## src/sv/lkde_pkg.sv

```systemverilog
// types, codes and the key map shared by the keypad digit entry block
// no dependencies

package lkde_pkg;

   localparam int CSR_IDX_W  = 3;
   localparam int CSR_DATA_W = 10;
   localparam int EDGE_W     = 10;
   localparam int LEN_W      = 4;
   localparam int KEY_W      = 7;
   localparam int PACK_SLOTS = 8;

   localparam logic [1:0] OP_SCAN  = 2'd0;
   localparam logic [1:0] OP_POLL  = 2'd1;
   localparam logic [1:0] OP_CLEAR = 2'd2;

   localparam logic [CSR_IDX_W-1:0] CSR_ROW1_EDGE = 3'd0;
   localparam logic [CSR_IDX_W-1:0] CSR_ROW2_EDGE = 3'd1;
   localparam logic [CSR_IDX_W-1:0] CSR_ROW3_EDGE = 3'd2;
   localparam logic [CSR_IDX_W-1:0] CSR_ROW4_EDGE = 3'd3;
   localparam logic [CSR_IDX_W-1:0] CSR_MAX_LEN   = 3'd4;

   localparam logic [EDGE_W-1:0] ROW1_RESET    = 10'd900;
   localparam logic [EDGE_W-1:0] ROW2_RESET    = 10'd700;
   localparam logic [EDGE_W-1:0] ROW3_RESET    = 10'd500;
   localparam logic [EDGE_W-1:0] ROW4_RESET    = 10'd300;
   localparam logic [LEN_W-1:0]  MAX_LEN_RESET = 4'd8;

   localparam logic [3:0] BLANK_DIGIT = 4'hf;

   localparam logic [KEY_W-1:0] KEY_NONE = 7'h00;
   localparam logic [KEY_W-1:0] KEY_STAR = 7'h2a;
   localparam logic [KEY_W-1:0] KEY_HASH = 7'h23;
   localparam logic [KEY_W-1:0] KEY_ZERO = 7'h30;
   localparam logic [KEY_W-1:0] KEY_A    = 7'h41;
   localparam logic [KEY_W-1:0] KEY_B    = 7'h42;
   localparam logic [KEY_W-1:0] KEY_C    = 7'h43;
   localparam logic [KEY_W-1:0] KEY_D    = 7'h44;

   typedef struct packed {
      logic [1:0] op;
      logic [2:0] scan_column;
      logic [9:0] adc_sample;
   } req_type;

   typedef struct packed {
      logic [6:0]        key_code;
      logic [6:0]        returned_key;
      logic [31:0]       digits_packed;
      logic signed [3:0] entry_position;
   } rsp_type;

   typedef struct packed {
      logic             poll;
      logic             clear;
      logic [KEY_W-1:0] key;
   } entry_cmd_type;

   // column and row are 1..4, zero means no key
   function automatic logic [KEY_W-1:0] key_lookup(input logic [2:0] col,
                                                   input logic [2:0] row);
      logic [KEY_W-1:0] k;
      k = KEY_NONE;
      if (col inside {[3'd1:3'd4]} && row inside {[3'd1:3'd4]}) begin
         case ({row[1:0] - 2'd1, col[1:0] - 2'd1})
            4'h0: k = 7'h31;
            4'h1: k = 7'h32;
            4'h2: k = 7'h33;
            4'h3: k = KEY_A;
            4'h4: k = 7'h34;
            4'h5: k = 7'h35;
            4'h6: k = 7'h36;
            4'h7: k = KEY_B;
            4'h8: k = 7'h37;
            4'h9: k = 7'h38;
            4'ha: k = 7'h39;
            4'hb: k = KEY_C;
            4'hc: k = KEY_STAR;
            4'hd: k = KEY_ZERO;
            4'he: k = KEY_HASH;
            default: k = KEY_D;
         endcase
      end
      return k;
   endfunction

endpackage

```

## src/sv/lkde_entry.sv

```systemverilog
// digit entry store: edit window, write slot and previous key, with next-state logic
// depends on lkde_pkg

module lkde_entry #(
   parameter int DIGITS = 8
) (
   input  logic                          clock,
   input  logic                          reset,
   input  lkde_pkg::entry_cmd_type       cmd,
   input  logic [lkde_pkg::LEN_W-1:0]    max_len,
   output logic [DIGITS-1:0][3:0]        nxt_digits,
   output logic signed [$clog2(DIGITS):0] nxt_slot,
   output logic [lkde_pkg::KEY_W-1:0]    ret_key
);
   import lkde_pkg::*;

   localparam int SLOT_W = $clog2(DIGITS) + 1;
   localparam logic signed [SLOT_W-1:0] SLOT_TOP  = SLOT_W'(DIGITS - 1);
   localparam logic signed [SLOT_W-1:0] SLOT_NEAR = SLOT_W'(DIGITS - 2);
   localparam logic [4:0] DIGITS_5 = 5'(DIGITS);

   logic [DIGITS-1:0][3:0]    digits_ff, digits_in;
   logic signed [SLOT_W-1:0]  slot_ff, slot_in;
   logic [KEY_W-1:0]          prev_ff, prev_in;
   logic [DIGITS-1:0][3:0]    del_shift, ins_shift;
   logic [4:0]                len_c, lo;
   logic [KEY_W-1:0]          ck;
   logic [KEY_W-1:0]          ret;

   always_comb begin
      if (max_len == '0) begin
         len_c = 5'd1;
      end else if ({1'b0, max_len} > DIGITS_5) begin
         len_c = DIGITS_5;
      end else begin
         len_c = {1'b0, max_len};
      end
      lo = DIGITS_5 - len_c;
   end

   // window shifts right for delete, left for insert
   always_comb begin
      for (int k = 0; k < DIGITS; k++) begin
         del_shift[k] = digits_ff[k];
         ins_shift[k] = digits_ff[k];
         if (5'(k) == lo) begin
            del_shift[k] = BLANK_DIGIT;
         end else if (5'(k) > lo) begin
            del_shift[k] = digits_ff[k-1];
         end
         if (k < DIGITS - 1 && 5'(k) >= lo) begin
            ins_shift[k] = digits_ff[k+1];
         end
      end
   end

   always_comb begin
      digits_in = digits_ff;
      slot_in   = slot_ff;
      prev_in   = prev_ff;
      ret       = KEY_NONE;
      ck        = cmd.key;
      if (cmd.clear) begin
         for (int k = 0; k < DIGITS; k++) begin
            digits_in[k] = BLANK_DIGIT;
         end
         digits_in[DIGITS-1] = 4'h0;
         slot_in = SLOT_TOP;
         prev_in = KEY_NONE;
      end else if (cmd.poll) begin
         if (ck == KEY_NONE) begin
            prev_in = KEY_NONE;
         end else if (ck inside {KEY_A, KEY_B, KEY_C, KEY_D, KEY_HASH}) begin
            prev_in = ck;
            ret     = ck;
         end else if (ck != prev_ff) begin
            prev_in = ck;
            if (ck == KEY_STAR) begin
               if (slot_ff >= SLOT_NEAR) begin
                  slot_in = SLOT_TOP;
                  digits_in[DIGITS-1] = 4'h0;
               end else begin
                  digits_in = del_shift;
                  slot_in   = slot_ff + SLOT_W'(1);
               end
            end else if (!slot_ff[SLOT_W-1]) begin
               if (!(ck == KEY_ZERO && slot_ff == SLOT_TOP)) begin
                  if (slot_ff < SLOT_TOP) begin
                     digits_in = ins_shift;
                  end
                  digits_in[DIGITS-1] = ck[3:0];
                  slot_in = slot_ff - SLOT_W'(1);
               end
            end
         end
      end
   end

   always_ff @(posedge clock) begin
      if (reset) begin
         for (int k = 0; k < DIGITS; k++) begin
            digits_ff[k] <= BLANK_DIGIT;
         end
         digits_ff[DIGITS-1] <= 4'h0;
         slot_ff <= SLOT_TOP;
         prev_ff <= KEY_NONE;
      end else if (cmd.poll || cmd.clear) begin
         digits_ff <= digits_in;
         slot_ff   <= slot_in;
         prev_ff   <= prev_in;
      end
   end

   assign nxt_digits = digits_in;
   assign nxt_slot   = slot_in;
   assign ret_key    = ret;

endmodule

```

## src/sv/ladder_keypad_digit_entry_top.sv

```systemverilog
// top level of the ladder keypad digit entry: input register, key latch, result register
// depends on lkde_pkg and lkde_entry
//
//   port group   dir   payload     handshake
//   req_         in    req_type    req_valid / req_stall
//   rsp_         out   rsp_type    rsp_valid / rsp_stall
//   csr_         in    10 bits     csr_write, no wait
//
// one word per cycle sustained while rsp_stall is low; an accepted word is registered in the input register and
// then moves into the result register, whose output drives rsp_valid
// the whole edit is one pass of compares and a parallel digit shift
// synchronous reset sets thresholds, the length limit, the held key and a blank entry
// a stalled result holds and the input register keeps its word until it can move

module ladder_keypad_digit_entry_top #(
   parameter int DIGITS = 8
) (
   input  logic                             clock,
   input  logic                             reset,
   input  logic                             req_valid,
   output logic                             req_stall,
   input  lkde_pkg::req_type                req_word,
   output logic                             rsp_valid,
   input  logic                             rsp_stall,
   output lkde_pkg::rsp_type                rsp_word,
   input  logic                             csr_write,
   input  logic [lkde_pkg::CSR_IDX_W-1:0]   csr_index,
   input  logic [lkde_pkg::CSR_DATA_W-1:0]  csr_wdata
);
   import lkde_pkg::*;

   localparam int SLOT_W = $clog2(DIGITS) + 1;

   logic                 in_valid_ff, in_valid_in;
   req_type              in_word_ff;
   logic                 rsp_valid_ff, rsp_valid_in;
   rsp_type              rsp_word_ff, rsp_word_in;
   logic [EDGE_W-1:0]    row1_ff, row2_ff, row3_ff, row4_ff;
   logic [LEN_W-1:0]     max_len_ff;
   logic [2:0]           held_col_ff, held_col_in;
   logic [2:0]           held_row_ff, held_row_in;
   logic                 load, advance;
   logic [2:0]           row_hit;
   logic [2:0]           col_id;
   logic [KEY_W-1:0]     key_after;
   entry_cmd_type        cmd;
   logic [DIGITS-1:0][3:0]   nxt_digits;
   logic signed [SLOT_W-1:0] nxt_slot;
   logic signed [SLOT_W+3:0] slot_ext;
   logic [KEY_W-1:0]     ret_key;
   logic [31:0]          packed_digits;

   assign advance   = in_valid_ff && (!rsp_valid_ff || !rsp_stall);
   assign req_stall = in_valid_ff && !advance;
   assign load      = req_valid && !req_stall;
   assign in_valid_in  = load || (in_valid_ff && !advance);
   assign rsp_valid_in = advance || (rsp_valid_ff && rsp_stall);

   always_ff @(posedge clock) begin
      if (reset) begin
         in_valid_ff  <= 1'b0;
         rsp_valid_ff <= 1'b0;
      end else begin
         in_valid_ff  <= in_valid_in;
         rsp_valid_ff <= rsp_valid_in;
      end
   end

   always_ff @(posedge clock) begin
      if (load) begin
         in_word_ff <= req_word;
      end
      if (advance) begin
         rsp_word_ff <= rsp_word_in;
      end
   end

   always_ff @(posedge clock) begin
      if (reset) begin
         row1_ff    <= ROW1_RESET;
         row2_ff    <= ROW2_RESET;
         row3_ff    <= ROW3_RESET;
         row4_ff    <= ROW4_RESET;
         max_len_ff <= MAX_LEN_RESET;
      end else if (csr_write) begin
         case (csr_index)
            CSR_ROW1_EDGE: row1_ff    <= csr_wdata;
            CSR_ROW2_EDGE: row2_ff    <= csr_wdata;
            CSR_ROW3_EDGE: row3_ff    <= csr_wdata;
            CSR_ROW4_EDGE: row4_ff    <= csr_wdata;
            CSR_MAX_LEN:   max_len_ff <= csr_wdata[LEN_W-1:0];
            default: ;
         endcase
      end
   end

   // ladder classification, zero means no key in this column
   always_comb begin
      if (in_word_ff.adc_sample < row4_ff) begin
         row_hit = 3'd0;
      end else if (in_word_ff.adc_sample > row1_ff) begin
         row_hit = 3'd1;
      end else if (in_word_ff.adc_sample > row2_ff) begin
         row_hit = 3'd2;
      end else if (in_word_ff.adc_sample > row3_ff) begin
         row_hit = 3'd3;
      end else begin
         row_hit = 3'd4;
      end
   end

   always_comb begin
      col_id      = {1'b0, in_word_ff.scan_column[1:0]} + 3'd1;
      held_col_in = held_col_ff;
      held_row_in = held_row_ff;
      if (in_word_ff.op == OP_SCAN && !in_word_ff.scan_column[2]) begin
         if (row_hit != 3'd0) begin
            held_col_in = col_id;
            held_row_in = row_hit;
         end else if (held_col_ff == col_id) begin
            held_col_in = 3'd0;
            held_row_in = 3'd0;
         end
      end
   end

   always_ff @(posedge clock) begin
      if (reset) begin
         held_col_ff <= 3'd0;
         held_row_ff <= 3'd0;
      end else if (advance) begin
         held_col_ff <= held_col_in;
         held_row_ff <= held_row_in;
      end
   end

   assign key_after = key_lookup(held_col_in, held_row_in);

   always_comb begin
      cmd.poll  = advance && in_word_ff.op == OP_POLL;
      cmd.clear = advance && in_word_ff.op == OP_CLEAR;
      cmd.key   = key_after;
   end

   lkde_entry #(
      .DIGITS (DIGITS)
   ) u_entry (
      .clock      (clock),
      .reset      (reset),
      .cmd        (cmd),
      .max_len    (max_len_ff),
      .nxt_digits (nxt_digits),
      .nxt_slot   (nxt_slot),
      .ret_key    (ret_key)
   );

   // rightmost slot in the low nibble, missing slots blank
   for (genvar k = 0; k < PACK_SLOTS; k++) begin : g_pack
      if (k < DIGITS) begin : g_slot
         assign packed_digits[4*k +: 4] = nxt_digits[DIGITS-1-k];
      end else begin : g_blank
         assign packed_digits[4*k +: 4] = BLANK_DIGIT;
      end
   end

   assign slot_ext = (SLOT_W + 4)'(nxt_slot);

   always_comb begin
      rsp_word_in.key_code       = key_after;
      rsp_word_in.returned_key   = ret_key;
      rsp_word_in.digits_packed  = packed_digits;
      rsp_word_in.entry_position = slot_ext[3:0];
   end

   assign rsp_valid = rsp_valid_ff;
   assign rsp_word  = rsp_word_ff;

endmodule

```

## config.mk

```make
export PLATFORM = sky130hd
export DESIGN_NAME = ladder_keypad_digit_entry_top
export DESIGN_NICKNAME = d
export VERILOG_FILES = /design/src/sv/lkde_pkg.sv /design/src/sv/lkde_entry.sv /design/src/sv/ladder_keypad_digit_entry_top.sv
export SDC_FILE = /design/constraint.sdc
export NUM_CORES = 1
export LEC_CHECK = 0
export ABC_AREA = 1
export BUFFER_PORTS_ARGS = -buffer_cell sky130_fd_sc_hd__buf_2
export CAP_MARGIN = 20
export CORE_ASPECT_RATIO = 0.5
export CORE_UTILIZATION = 30
export CTS_CLUSTER_DIAMETER = 30
export DETAILED_ROUTE_END_ITERATION = 12
export PLACE_DENSITY_LB_ADDON = 0.08
export SLEW_MARGIN = 10
export SYNTH_ARGS = -nofsm -noshare
export SYNTH_HDL_FRONTEND = slang
export SYNTH_SLANG_ARGS = --single-unit
```

## constraint.sdc

```tcl
create_clock -name clock -period 3.5 [get_ports clock]
set_input_delay 0.7 -clock clock [delete_from_list [all_inputs] [get_ports clock]]
set_output_delay 0.7 -clock clock [all_outputs]
set_load 0.01 [all_outputs]
```

==> impl_results.md <==
- Outcome: complete, but fails checks
- Failing checks: setup timing
- Hold Path Stages: 1
- Residual DRC: 0
- P_int: 3.85 mW
- Netlist cell types: 45
- CP max stage delay: 0.52 ns
- WS Path Type: register to register
- Initial Util: 30.6%
- Worst setup SP type: register
- Number of global-route vias before repair: 8446
- Peak Freq: 258 MHz
- GPL Wtd Cong: 0.867
- Final setup vio count: 80
- Number of flops mapped to enable cells by yosys: 65
- Mux cell area share after synthesis: 0%
- RSZ-0062 raised after global routing: yes
- Max-Cap Viols: 0
- Core ar.: 0.0303 mm²
- Design area: 0.0126 mm²
- Layout cells sized above 1: 31.3%
- Largest net degree at the start of global routing: 65
- Hold Buf Count CTS: 0
- Crit path max-delay cell type: edfxtp_1
- Worst-Skew Late Latency: 0.45 ns
- Main combinational cell family by area after synthesis: simple AND/OR/NAND/NOR gates
- Root buffer cell: clkbuf_16
- Fraction of the mapped netlist area in adder cells: 7.28%
- Final worst slack: -0.375 ns
- Flop pwr share: 37.8%
- GRT Total Usage: 18.2%
- CTS HTree Levels: 4
- Static leakage: 5.78 nW
- First-pass GRT wire length: 44700 µm
- Tcrit/Tclk final: 111%
- Clock network fraction of total power: 36.2%
- Die area: 0.0317 mm²
- Worst-path maximum fanout: 8
- Filler cells: 3023
- Max Slew Vio Count: 0
- 1st-iter DRT viols: 447
- Critical Path RT: 3.67 ns
- R2R cell count: 28
- Post-synthesis compound-gate area fraction: 14.0%
- Die width: 251 µm
- Final hold vios: 0
- Multi-input logic area: 0.00534 mm²
- Max clock buf depth: 2
- Number of vias per cell: 4.75
- Synth Cell Area: 0.00928 mm²
- CP arrival: 4.04 ns
- Num CTS Buffers: 17
- Asr flop ratio synth: 0%
- Leading register cell type out of synthesis: dfxtp_1
- Core Rows: 45
- VDD IR-drop max: 366 µV
- Hold Path Class: input pin to register
- Post-Syn Instances: 1197
- Post-synthesis xor/xnor area fraction: 0.378%
- Grt total ovfl: 0
- Yosys warns: 0
- Sw power: 1.72 mW
- DR vias: 8639
- Die Y: 126 µm
- Final #Nets: 1493
- Io pins: 85
- ANT nets after route: 0
- Final WL: 28100 µm
- Total power draw: 5.57 mW
- Post-synthesis register bit count: 160
- Sequential area share after synthesis: 41.5%
- Power per cell area: 441 mW/mm²
- Initial antenna violation count: 0
- Clk pin slew, worst setup/hold paths: 0.07 ns
- Drt pass-1 iters: 5
- Avg WL per Cell: 15.4 µm
- CTS tree: yes
- Slew at the pin closest to its max-slew limit: 0.836 ns
- Port Buffer Count: 84
- Smallest hold slack: 0.420 ns
- Clk sink count: 160
- FF+latch area: 0.00385 mm²
- Layout Cells excl Fill: 1818
- Worst Skew: 0.0102 ns
- N_diodes: 0
- Final min period: 3.88 ns
- Post-Synth Simple-Gate Area: 27.8%
- Placed Instances: 1757
- CP endpoint kind: register
- Area grow syn2layout: 36.2%
- DPL Wire Length: 19800 µm
- Crit-path most repeated cell: nor2_4
- Sw frac: 30.9%
- Area after DPL: 0.0109 mm²
- TNS Setup: -22.08 ns
- Mean Syn Cell Area: 7.75 µm²
- Comb pwr share: 26.0%
- Worst slew margin: 44.2%
-- registers in the layout, summed over array words and instances (netlist names) --
signal	flops
held_col_ff	3
held_row_ff	3
in_valid_ff	1
in_word_ff	15
max_len_ff	4
row1_ff	10
row2_ff	10
row3_ff	10
row4_ff	10
rsp_valid	1
rsp_word	50
u_entry.digits_ff	32
u_entry.prev_ff	7
u_entry.slot_ff	4
-- cell type report --
class                           instances  area share, %
Clock buffer                           21           3.56
Clock inverter                         11           1.29
Inverter                              174           5.33
Multi-Input combinational cell        828           42.2
Sequential cell                       160           30.5
Tap cell                              399           3.95
Timing Repair Buffer                  225           13.2
-- routing by layer --
| layer | GRT usage, % | part of all wire (%) | wire length [µm] | vias up |
|---|---|---|---|---|
| met1 | 24.4 | 49 | 13800 | 4063 |
| li1 | - | - | - | 4422 |
| met2 | 29.8 | 47 | 13100 | 131 |
| met5 | 0 | 0 | 0 | - |
| met4 | 5.52 | 1.4 | 387 | 0 |
| met3 | 3.41 | 2.9 | 811 | 23 |
-- placed cells by master, fill, tap and decap left out, types with 6 or more instances in the layout --
cell type	count
inv_1	155
nor2_2	13
inv_2	12
o22ai_1	10
clkbuf_16	18
nand2_2	47
inv_4	6
buf_6	9
o211ai_1	39
dfxtp_1	95
ha_1	41
a21oi_1	37
ha_4	13
buf_2	84
o211ai_2	6
nand3_4	6
edfxtp_1	65
nand3_1	69
o21ai_0	71
nand3_2	18
buf_12	9
nand4_1	36
nor2_4	18
nor2_1	75
nand2_1	232
a21oi_2	7
o21ai_1	16
a221oi_1	6
buf_4	121
nand2_4	21
-- stage by stage --
step           setup WS [ns]  util [%]
2_1_floorplan        0.00961         -
3_3_place_gp          -0.705      36.0
3_5_place_dp          -0.698      36.0
4_1_cts               -0.367      40.4
5_1_grt               -0.641      41.6
6_report              -0.375      41.6
-- logic make-up after synthesis --
family,after synthesis
simple gates,551
xor+xnor,4
compound gates,215
buf+inv,212
flops,160
fa+ha+maj,54
other cells,1
-- what timing repair did --
action,4_1_cts,5_1_grt
setup buffers,18,8
gates resized for setup,115,83
pin swaps,59,46
cloned,4,0
setup endpoints to repair,84,84
-- power by group through the flow --
stage / Clock (mW) / Sequential, mW / Combinational (mW)
2_1_floorplan: 0 / 2.14 / 0.722
3_3_place_gp: 0 / 2.15 / 1.16
3_5_place_dp: 0 / 2.15 / 1.17
4_1_cts: 2.08 / 2.10 / 1.36
5_1_grt: 2.14 / 2.12 / 1.61
6_report: 2.02 / 2.11 / 1.45
-- cells in the mapped netlist, types with 6 or more instances --
library cell / instances / share of area, %
nand2_1: 280 / 11
inv_1: 164 / 6.6
nor2_1: 97 / 3.9
dfxtp_1: 95 / 20
nand3_1: 80 / 4.3
o21ai_0: 78 / 4.2
edfxtp_1: 65 / 21
ha_1: 54 / 7.3
a21oi_1: 48 / 2.6
o211ai_1: 39 / 3.2
nand4_1: 36 / 2.4
clkbuf_1: 27 / 1.1
o21ai_1: 15 / 0.81
nand2_2: 13 / 0.88
nand3_2: 11 / 1.2
o22ai_1: 10 / 0.67
nand2_4: 7 / 0.85
o211ai_2: 7 / 0.94
a221oi_1: 6 / 0.57
inv_2: 6 / 0.24
-- worst max-delay path: cells and delay by family, from the launching register on --
family,cells,cell delay [ns]
fa+ha+maj,2,0.48
buf+inv,6,0.61
simple gates,20,1.94
flops,1,0.52
-- worst paths after layout --
check / slack (ns) / endpoint / startpoint
min: 0.42 / in_word_ff[7] / req_word[7]
max reg2reg: -0.38 / rsp_word[15] / in_word_ff[8]
min reg2reg: 0.46 / row2_ff[6] / row2_ff[6]
max: -0.38 / rsp_word[15] / in_word_ff[8]
No activity file was read; power rests on OpenSTA's default activity.
